===== src/design/ssm_pkg.sv =====
// Shared types and constants of the striped volume sector mapper.
// Used by every module of the block; depends on nothing.
package ssm_pkg;

    localparam int SECTOR_W   = 64;
    localparam int IDX_W      = 4;
    localparam int COUNT_W    = 5;
    localparam int SHIFT_W    = 5;
    localparam int LOW_W      = 31;
    localparam int MEMBERS    = 16;
    localparam logic [COUNT_W-1:0] MAX_MEMBERS = 5'd16;

    localparam int DIGIT_W    = 4;
    localparam int DIV_STAGES = SECTOR_W / DIGIT_W;

    localparam int QDEPTH     = 4;
    localparam int QPTR_W     = 2;
    localparam int QCNT_W     = 3;

    localparam int CFG_IDX_W  = 2;
    localparam logic [CFG_IDX_W-1:0] REG_MEMBER_COUNT = 2'd0;
    localparam logic [CFG_IDX_W-1:0] REG_CHUNK_LOG2   = 2'd1;
    localparam logic [CFG_IDX_W-1:0] REG_VOLUME_FIRST = 2'd2;

    localparam logic ACT_MAP  = 1'b0;
    localparam logic ACT_LOAD = 1'b1;

    typedef struct packed {
        logic [COUNT_W-1:0]  member_count;
        logic [SHIFT_W-1:0]  chunk_log2;
        logic [SECTOR_W-1:0] volume_first_sector;
    } cfg_t;

    // word: chunk number (map) or start sector (load); idx: remainder or member index
    typedef struct packed {
        logic                is_load;
        logic [SECTOR_W-1:0] word;
        logic [LOW_W-1:0]    low;
        logic [IDX_W-1:0]    idx;
    } item_t;

    typedef struct packed {
        logic [IDX_W-1:0]    dev;
        logic [SECTOR_W-1:0] phys;
    } result_t;

    typedef struct packed {
        logic full;
        logic empty;
    } q_stat_t;

endpackage


===== src/design/ssm_front.sv =====
// Front end: takes requests; for maps it subtracts the volume start and splits the
// offset into chunk number and in-chunk offset. Depends on ssm_pkg.
module ssm_front
    import ssm_pkg::*;
(
    input  logic                clk,
    input  logic                rst_n,
    input  cfg_t                cfg,
    input  logic                push,
    input  logic                action,
    input  logic [SECTOR_W-1:0] logical_sector,
    input  logic [IDX_W-1:0]    member_index,
    input  logic [SECTOR_W-1:0] member_start,
    output logic                full,
    input  q_stat_t             q_stat,
    output logic                q_wr_en,
    output item_t               q_wr_data
);

    logic                fv_reg;
    logic                f_load_reg;
    logic [SECTOR_W-1:0] f_word_reg;
    logic [IDX_W-1:0]    f_idx_reg;
    logic                accept;
    logic [LOW_W-1:0]    low_mask;

    assign q_wr_en = fv_reg && !q_stat.full;
    assign full    = fv_reg && q_stat.full;
    assign accept  = push && !full;

    always_ff @(posedge clk or negedge rst_n)
    begin
        if (!rst_n)
        begin
            fv_reg <= 1'b0;
        end
        else if (accept)
        begin
            fv_reg <= 1'b1;
        end
        else if (q_wr_en)
        begin
            fv_reg <= 1'b0;
        end
    end

    always_ff @(posedge clk)
    begin
        if (accept)
        begin
            f_load_reg <= (action == ACT_LOAD);
            if (action == ACT_LOAD)
            begin
                f_word_reg <= member_start;
                f_idx_reg  <= member_index;
            end
            else
            begin
                f_word_reg <= logical_sector - cfg.volume_first_sector;
                f_idx_reg  <= '0;
            end
        end
    end

    assign low_mask = (LOW_W'(1) << cfg.chunk_log2) - LOW_W'(1);

    always_comb
    begin
        q_wr_data.is_load = f_load_reg;
        q_wr_data.idx     = f_idx_reg;
        if (f_load_reg)
        begin
            q_wr_data.word = f_word_reg;
            q_wr_data.low  = '0;
        end
        else
        begin
            q_wr_data.word = f_word_reg >> cfg.chunk_log2;
            q_wr_data.low  = f_word_reg[LOW_W-1:0] & low_mask;
        end
    end

endmodule


===== src/design/ssm_queue.sv =====
// Short request queue between front and back end.
// Depends on ssm_pkg.
module ssm_queue
    import ssm_pkg::*;
(
    input  logic    clk,
    input  logic    rst_n,
    input  logic    wr_en,
    input  item_t   wr_data,
    input  logic    rd_en,
    output item_t   rd_data,
    output q_stat_t stat
);

    item_t             mem [QDEPTH];
    logic [QPTR_W-1:0] wr_ptr_reg;
    logic [QPTR_W-1:0] rd_ptr_reg;
    logic [QCNT_W-1:0] count_reg;
    logic [QCNT_W-1:0] count_next;

    always_comb
    begin
        count_next = count_reg;
        if (wr_en && !rd_en)
        begin
            count_next = count_reg + QCNT_W'(1);
        end
        else if (rd_en && !wr_en)
        begin
            count_next = count_reg - QCNT_W'(1);
        end
    end

    always_ff @(posedge clk or negedge rst_n)
    begin
        if (!rst_n)
        begin
            wr_ptr_reg <= '0;
            rd_ptr_reg <= '0;
            count_reg  <= '0;
        end
        else
        begin
            if (wr_en)
            begin
                wr_ptr_reg <= wr_ptr_reg + QPTR_W'(1);
            end
            if (rd_en)
            begin
                rd_ptr_reg <= rd_ptr_reg + QPTR_W'(1);
            end
            count_reg <= count_next;
        end
    end

    always_ff @(posedge clk)
    begin
        if (wr_en)
        begin
            mem[wr_ptr_reg] <= wr_data;
        end
    end

    assign rd_data    = mem[rd_ptr_reg];
    assign stat.full  = (count_reg == QCNT_W'(QDEPTH));
    assign stat.empty = (count_reg == '0);

endmodule


===== src/design/ssm_outq.sv =====
// Result queue at the output of the back end.
// Depends on ssm_pkg.
module ssm_outq
    import ssm_pkg::*;
(
    input  logic    clk,
    input  logic    rst_n,
    input  logic    wr_en,
    input  result_t wr_data,
    input  logic    rd_en,
    output result_t rd_data,
    output q_stat_t stat
);

    result_t           mem [QDEPTH];
    logic [QPTR_W-1:0] wr_ptr_reg;
    logic [QPTR_W-1:0] rd_ptr_reg;
    logic [QCNT_W-1:0] count_reg;
    logic [QCNT_W-1:0] count_next;

    always_comb
    begin
        count_next = count_reg;
        if (wr_en && !rd_en)
        begin
            count_next = count_reg + QCNT_W'(1);
        end
        else if (rd_en && !wr_en)
        begin
            count_next = count_reg - QCNT_W'(1);
        end
    end

    always_ff @(posedge clk or negedge rst_n)
    begin
        if (!rst_n)
        begin
            wr_ptr_reg <= '0;
            rd_ptr_reg <= '0;
            count_reg  <= '0;
        end
        else
        begin
            if (wr_en)
            begin
                wr_ptr_reg <= wr_ptr_reg + QPTR_W'(1);
            end
            if (rd_en)
            begin
                rd_ptr_reg <= rd_ptr_reg + QPTR_W'(1);
            end
            count_reg <= count_next;
        end
    end

    always_ff @(posedge clk)
    begin
        if (wr_en)
        begin
            mem[wr_ptr_reg] <= wr_data;
        end
    end

    assign rd_data    = mem[rd_ptr_reg];
    assign stat.full  = (count_reg == QCNT_W'(QDEPTH));
    assign stat.empty = (count_reg == '0);

endmodule


===== src/design/ssm_back.sv =====
// Back end: pipelined divide by member count (4 quotient bits per stage),
// member start table and final address add. Depends on ssm_pkg.
module ssm_back
    import ssm_pkg::*;
(
    input  logic    clk,
    input  logic    rst_n,
    input  cfg_t    cfg,
    input  item_t   q_head,
    input  q_stat_t q_stat,
    output logic    q_rd_en,
    input  logic    oq_full,
    output logic    res_push,
    output result_t res_data
);

    function automatic logic [IDX_W+DIGIT_W-1:0] div_digit(
        input logic [IDX_W-1:0]   rem_in,
        input logic [DIGIT_W-1:0] bits,
        input logic [COUNT_W-1:0] n
    );
        logic [COUNT_W-1:0] r;
        logic [DIGIT_W-1:0] q;
        r = {1'b0, rem_in};
        for (int i = DIGIT_W - 1; i >= 0; i--)
        begin
            r = {r[IDX_W-1:0], bits[i]};
            if (r >= n)
            begin
                r    = r - n;
                q[i] = 1'b1;
            end
            else
            begin
                q[i] = 1'b0;
            end
        end
        return {r[IDX_W-1:0], q};
    endfunction

    logic [COUNT_W-1:0]    eff_n;
    logic                  advance;
    logic [DIV_STAGES-1:0] dv_reg;
    logic [DIV_STAGES-1:0] dv_next;
    item_t                 ds_reg  [DIV_STAGES];
    item_t                 ds_in   [DIV_STAGES];
    item_t                 ds_next [DIV_STAGES];
    item_t                 last;
    logic                  last_v;

    logic [SECTOR_W-1:0]   start_mem [MEMBERS];
    logic                  rv_reg;
    logic                  r_map_reg;
    logic [IDX_W-1:0]      r_dev_reg;
    logic [SECTOR_W-1:0]   r_qlow_reg;
    logic [SECTOR_W-1:0]   r_start_reg;
    logic [SECTOR_W-1:0]   qlow_next;

    always_comb
    begin
        if (cfg.member_count == '0)
        begin
            eff_n = COUNT_W'(1);
        end
        else if (cfg.member_count > MAX_MEMBERS)
        begin
            eff_n = MAX_MEMBERS;
        end
        else
        begin
            eff_n = cfg.member_count;
        end
    end

    assign advance = !(rv_reg && r_map_reg && oq_full);
    assign q_rd_en = advance && !q_stat.empty;

    always_comb
    begin
        ds_in[0] = q_head;
        for (int k = 1; k < DIV_STAGES; k++)
        begin
            ds_in[k] = ds_reg[k-1];
        end
    end

    always_comb
    begin
        logic [IDX_W+DIGIT_W-1:0] d;
        for (int k = 0; k < DIV_STAGES; k++)
        begin
            ds_next[k] = ds_in[k];
            d = div_digit(ds_in[k].idx,
                          ds_in[k].word[SECTOR_W-1-DIGIT_W*k -: DIGIT_W], eff_n);
            if (!ds_in[k].is_load)
            begin
                ds_next[k].idx = d[IDX_W+DIGIT_W-1:DIGIT_W];
                ds_next[k].word[SECTOR_W-1-DIGIT_W*k -: DIGIT_W] = d[DIGIT_W-1:0];
            end
        end
    end

    assign dv_next = {dv_reg[DIV_STAGES-2:0], q_rd_en};

    always_ff @(posedge clk or negedge rst_n)
    begin
        if (!rst_n)
        begin
            dv_reg <= '0;
        end
        else if (advance)
        begin
            dv_reg <= dv_next;
        end
    end

    always_ff @(posedge clk)
    begin
        if (advance)
        begin
            for (int k = 0; k < DIV_STAGES; k++)
            begin
                ds_reg[k] <= ds_next[k];
            end
        end
    end

    // quotient shifted back; its low bits are zero, so the offset ORs in
    assign last      = ds_reg[DIV_STAGES-1];
    assign last_v    = dv_reg[DIV_STAGES-1];
    assign qlow_next = (last.word << cfg.chunk_log2)
                     | {{(SECTOR_W-LOW_W){1'b0}}, last.low};

    always_ff @(posedge clk or negedge rst_n)
    begin
        if (!rst_n)
        begin
            rv_reg    <= 1'b0;
            r_map_reg <= 1'b0;
        end
        else if (advance)
        begin
            rv_reg    <= last_v;
            r_map_reg <= !last.is_load;
        end
    end

    always_ff @(posedge clk)
    begin
        if (advance)
        begin
            r_dev_reg  <= last.idx;
            r_qlow_reg <= qlow_next;
            if (last_v)
            begin
                if (last.is_load)
                begin
                    start_mem[last.idx] <= last.word;
                end
                else
                begin
                    r_start_reg <= start_mem[last.idx];
                end
            end
        end
    end

    assign res_push      = advance && rv_reg && r_map_reg;
    assign res_data.dev  = r_dev_reg;
    assign res_data.phys = r_start_reg + r_qlow_reg;

endmodule


===== src/design/stripe_sector_mapper.sv =====
// Striped (RAID0) volume sector mapper: top level with configuration registers.
// Depends on ssm_pkg, ssm_front, ssm_queue, ssm_back, ssm_outq.
//
// Load requests (action 1) write one member's start sector; map requests
// (action 0) return the member device and physical sector of a logical
// sector. One request is taken per cycle when neither queue backs up. A map
// result reaches the result ports by way of the front stage, the request
// queue write, the 16-stage divide-by-member-count pipeline, the start-table
// read stage and the result queue write. Loads and maps are processed in
// order, so a map sees every load issued before it. A map must only select
// members whose start has been loaded. Write configuration only while no
// request is in flight.
module stripe_sector_mapper
    import ssm_pkg::*;
(
    input  logic                 clk,
    input  logic                 rst_n,
    input  logic                 push,
    output logic                 full,
    input  logic                 action,
    input  logic [SECTOR_W-1:0]  logical_sector,
    input  logic [IDX_W-1:0]     member_index,
    input  logic [SECTOR_W-1:0]  member_start,
    output logic                 empty,
    input  logic                 pop,
    output logic [IDX_W-1:0]     device_index,
    output logic [SECTOR_W-1:0]  physical_sector,
    input  logic                 cfg_we,
    input  logic [CFG_IDX_W-1:0] cfg_index,
    input  logic [SECTOR_W-1:0]  cfg_data
);

    cfg_t    cfg_reg;
    logic    q_wr_en;
    item_t   q_wr_data;
    logic    q_rd_en;
    item_t   q_head;
    q_stat_t q_stat;
    logic    res_push;
    result_t res_data;
    result_t oq_head;
    q_stat_t oq_stat;

    always_ff @(posedge clk or negedge rst_n)
    begin
        if (!rst_n)
        begin
            cfg_reg.member_count        <= COUNT_W'(1);
            cfg_reg.chunk_log2          <= SHIFT_W'(3);
            cfg_reg.volume_first_sector <= '0;
        end
        else if (cfg_we)
        begin
            unique case (cfg_index)
                REG_MEMBER_COUNT: cfg_reg.member_count        <= cfg_data[COUNT_W-1:0];
                REG_CHUNK_LOG2:   cfg_reg.chunk_log2          <= cfg_data[SHIFT_W-1:0];
                REG_VOLUME_FIRST: cfg_reg.volume_first_sector <= cfg_data;
                default:          ;
            endcase
        end
    end

    ssm_front u_front (
        .clk            (clk),
        .rst_n          (rst_n),
        .cfg            (cfg_reg),
        .push           (push),
        .action         (action),
        .logical_sector (logical_sector),
        .member_index   (member_index),
        .member_start   (member_start),
        .full           (full),
        .q_stat         (q_stat),
        .q_wr_en        (q_wr_en),
        .q_wr_data      (q_wr_data)
    );

    ssm_queue u_queue (
        .clk     (clk),
        .rst_n   (rst_n),
        .wr_en   (q_wr_en),
        .wr_data (q_wr_data),
        .rd_en   (q_rd_en),
        .rd_data (q_head),
        .stat    (q_stat)
    );

    ssm_back u_back (
        .clk      (clk),
        .rst_n    (rst_n),
        .cfg      (cfg_reg),
        .q_head   (q_head),
        .q_stat   (q_stat),
        .q_rd_en  (q_rd_en),
        .oq_full  (oq_stat.full),
        .res_push (res_push),
        .res_data (res_data)
    );

    ssm_outq u_outq (
        .clk     (clk),
        .rst_n   (rst_n),
        .wr_en   (res_push),
        .wr_data (res_data),
        .rd_en   (pop && !oq_stat.empty),
        .rd_data (oq_head),
        .stat    (oq_stat)
    );

    assign empty           = oq_stat.empty;
    assign device_index    = oq_head.dev;
    assign physical_sector = oq_head.phys;

`ifndef SYNTH
    a_queue_state: assert property (@(posedge clk) disable iff (!rst_n)
        !(q_stat.full && q_stat.empty))
        else $error("request queue full and empty together");

    a_full_source: assert property (@(posedge clk) disable iff (!rst_n)
        full |-> q_stat.full)
        else $error("full raised while request queue has room");

    a_no_overflow: assert property (@(posedge clk) disable iff (!rst_n)
        res_push |-> !oq_stat.full)
        else $error("result pushed into full result queue");

    a_result_kept: assert property (@(posedge clk) disable iff (!rst_n)
        (!empty && !pop) |=> !empty)
        else $error("waiting result lost without pop");
`endif

endmodule


===== config.mk =====
export PLATFORM = sky130hd
export DESIGN_NAME = stripe_sector_mapper
export DESIGN_NICKNAME = d
export VERILOG_FILES = /design/src/design/ssm_pkg.sv /design/src/design/ssm_front.sv /design/src/design/ssm_queue.sv /design/src/design/ssm_outq.sv /design/src/design/ssm_back.sv /design/src/design/stripe_sector_mapper.sv
export SDC_FILE = /design/constraint.sdc
export NUM_CORES = 2
export LEC_CHECK = 0
export CORE_UTILIZATION = 55
export DETAILED_ROUTE_END_ITERATION = 8
export DONT_BUFFER_PORTS = 1
export GPL_ROUTABILITY_DRIVEN = 0
export PLACE_DENSITY = 0.69
export SLEW_MARGIN = 20
export SYNTH_ARGS = -nofsm -noshare
export SYNTH_HDL_FRONTEND = slang
export SYNTH_SLANG_ARGS = --single-unit
export TNS_END_PERCENT = 10

===== constraint.sdc =====
create_clock -name clk -period 55.5 [get_ports clk]
set_input_delay 5.55 -clock clk [delete_from_list [all_inputs] [get_ports clk]]
set_output_delay 5.55 -clock clk [all_outputs]
set_load 0.01 [all_outputs]

==> flow_metrics.py <==
metrics = {
    "min_path": {
        "hp-start": "u_back.ds_reg[4][127]",
        "hp-class": "register to register",
    },
    "clock_network": {
        "cts_buffers": 361,
        "clk_pin_slew_worst_paths_ns": 0.06,
        "cts_buffer_depth": 4,
        "cts_tree": "yes",
        "cts_resized": 0,
        "cts_setup_buffers": 0,
        "insertion_delay_ns": 0.93,
        "htreeDepth": 5,
        "cts_root_buf": "clkbuf_16",
        "clock_sinks": 3604,
        "hold_buffers": 0,
    },
    "logic_synthesis": {
        "synthFlopType": "edfxtp_1",
        "synthesis.nets": 9414,
        "ys_seq_area_share_pct": 71.4,
        "yosysWarningCount": 0,
        "netlist_top_cells_count": "3497 x edfxtp_1, 619 x nand2_1, 576 x mux4_2",
        "ys_seq_elements": 3604,
        "synth_area_sq_um": 151000,
        "async_flop_share_pct": 2.97,
        "synth_edf_count": 3497,
        "syn_inst": 8685,
        "netlist-cell-type-count": 91,
        "synth.most_common_cell": "edfxtp_1",
        "yosys.area.top_type": "edfxtp_1",
        "avgSynthCellArea_sq_um": 17.4,
        "yosys.area.top_type_share_pct": 69.7,
        "synth.area.top_cells": "edfxtp_1 70%, mux4_2 8.6%, ha_1 3.8%",
    },
    "setup_path": {
        "end_kind": "register",
        "crit_fanout": 38,
        "required_ns": 56.14,
        "cpPeakStageDelay_ns": 0.65,
        "critPathArrivalTime_ns": 9.86,
        "cp-start-kind": "register",
        "critical_path_class": "register to register",
        "crit_start": "cfg_reg[73]",
        "slowest_stage": "buf_4",
        "r2r_start": "cfg_reg[73]",
        "worst_path_most_repeated_cell": "a21o_1",
    },
    "timing": {
        "drv_slew": 0,
        "hold_viol": 0,
        "period_share_pct": 16.6,
        "skew_ns": 0.0468,
        "finalCriticalPeriod_ns": 9.22,
        "tns_ns": 0,
        "relSlewSlack_pct": 18.8,
        "rsz0062_at_grt": "no",
        "max_freq_mhz": 109,
        "worst_pin_slew_ns": 1.20,
        "setup_violations": 0,
    },
    "final_layout": {
        "syn_to_final_growth_pct": 10.7,
        "drive_gt1_share_pct": 16.4,
        "fin_nets": 9546,
        "largest_register_ffs": 1600,
    },
    "placed_design": {
        "hpwl_microns": 206000,
        "io_buffers": 0,
    },
    "global_routing": {
        "use_met3_pct": 3.56,
        "grt_pass1_vias": 77600,
        "overflow": 0,
        "antenna_found_initial": 15,
        "grt_max_degree": 174,
        "grt_pass1_wl_microns": 485000,
        "use_met1_pct": 30.8,
        "grt_usage_pct": 23.4,
        "busiest_layer": "met2",
        "grt_use_met2_pct": 39.0,
    },
    "floorplanning": {
        "initial_core_util_pct": 55.5,
        "die_area_sq_um": 276000,
        "dieHeight_microns": 526,
        "io_pins": 274,
        "die-width_microns": 526,
        "core_sq_um": 272000,
        "fp-row-count": 191,
    },
    "detailed_routing": {
        "vias": 76900,
        "ant_nets": 0,
        "drt_iter0_markers": 7956,
        "drt_wl_total_microns": 325000,
        "drc": 0,
        "dr.pass1.iters": 8,
        "via_per_inst": 6.06,
        "wl_per_cell_microns": 25.6,
    },
    "run_status": {
        "status": "finished, final reports clean",
    },
    "job": {
        "drv_cap": 0,
    },
}
cell families (layout without fill, tap and decap cells):
logic type	Yosys count	count (layout)	synth area share, %
compound gates	1287	1287	5.25
xor+xnor	255	255	1.48
fa+ha+maj	525	525	4.70
buf+inv	609	1034	1.53
flops	3604	3604	71.4
mux	970	970	11.4
other cells	0	7	0
simple gates	1435	1435	4.22
placed cells by master, fill, tap and decap left out, drive strengths merged, types with 68 or more instances in the layout:
master / instances
mux4: 576
buf: 114
xnor2: 170
fa: 68
clkbuf: 445
clkinv: 149
a21oi: 407
inv: 276
nand2: 620
dfrtp: 104
ha: 457
o21ai: 372
xor2: 85
edfxtp: 3497
mux2i: 206
mux2: 188
nor2: 417
nand2b: 84
a21o: 223
cell type report:
type / count / area (sq um)
clock inverters: 211 / 2180
well taps: 3570 / 4470
clock buffers: 445 / 9580
multi-input cells: 4472 / 40900
repair buffers: 114 / 987
fillers: 19100 / 105000
flip-flops and latches: 3604 / 108000
inverters: 264 / 1000
diodes: 7 / 17.5
critical path: cells and delay by family, from the launching register on:
kind / cells / cell delay, ns
adders and majority gates: 4 / 1.27
buffers and inverters: 4 / 1.33
and+or+nand+nor: 6 / 1.05
AOI/OAI and AO/OA: 16 / 3.27
muxes: 5 / 1.60
DFF: 1 / 0.42
final timing paths:
check	slack, ns	cells past startpoint	end
min	0.38	0	u_back.ds_reg[5][27]
min reg2reg	0.38	0	u_back.ds_reg[5][27]
max reg2reg	46.28	35	u_back.ds_reg[2][3]
max	46.28	35	u_back.ds_reg[2][3]
max in group asynchronous	50.66	0	cfg_reg[66]
min in group asynchronous	4.34	0	u_back.dv_reg[14]
through the flow:
| stage | setup slack (ns) | hold WS [ns] | cell area [sq um] | util (%) | instances |
|---|---|---|---|---|---|
| 3_5_place_dp | 46.28 | 0.405 | 155000 | 57.1 | 12000 |
| 6_report | 46.28 | 0.376 | 167000 | 61.4 | 12700 |
| 2_1_floorplan | 7.07 | 0.400 | 151000 | - | 8685 |
| 5_1_grt | 45.74 | 0.379 | 167000 | 61.4 | 12700 |
| 4_1_cts | 46.24 | 0.381 | 167000 | 61.4 | 12700 |
| 3_3_place_gp | 46.48 | 0.401 | 155000 | 57.1 | 12000 |
metal layers:
metal,vias to the layer above,part of all wire [%]
met1,38700,40
li1,34200,-
met3,790,6.8
met5,-,0.015
met4,6,4.5
met2,3189,49
Power is left out: the tool's default activity adds up to more than one toggle a clock period on the data nets, which glitch-free logic cannot reach.
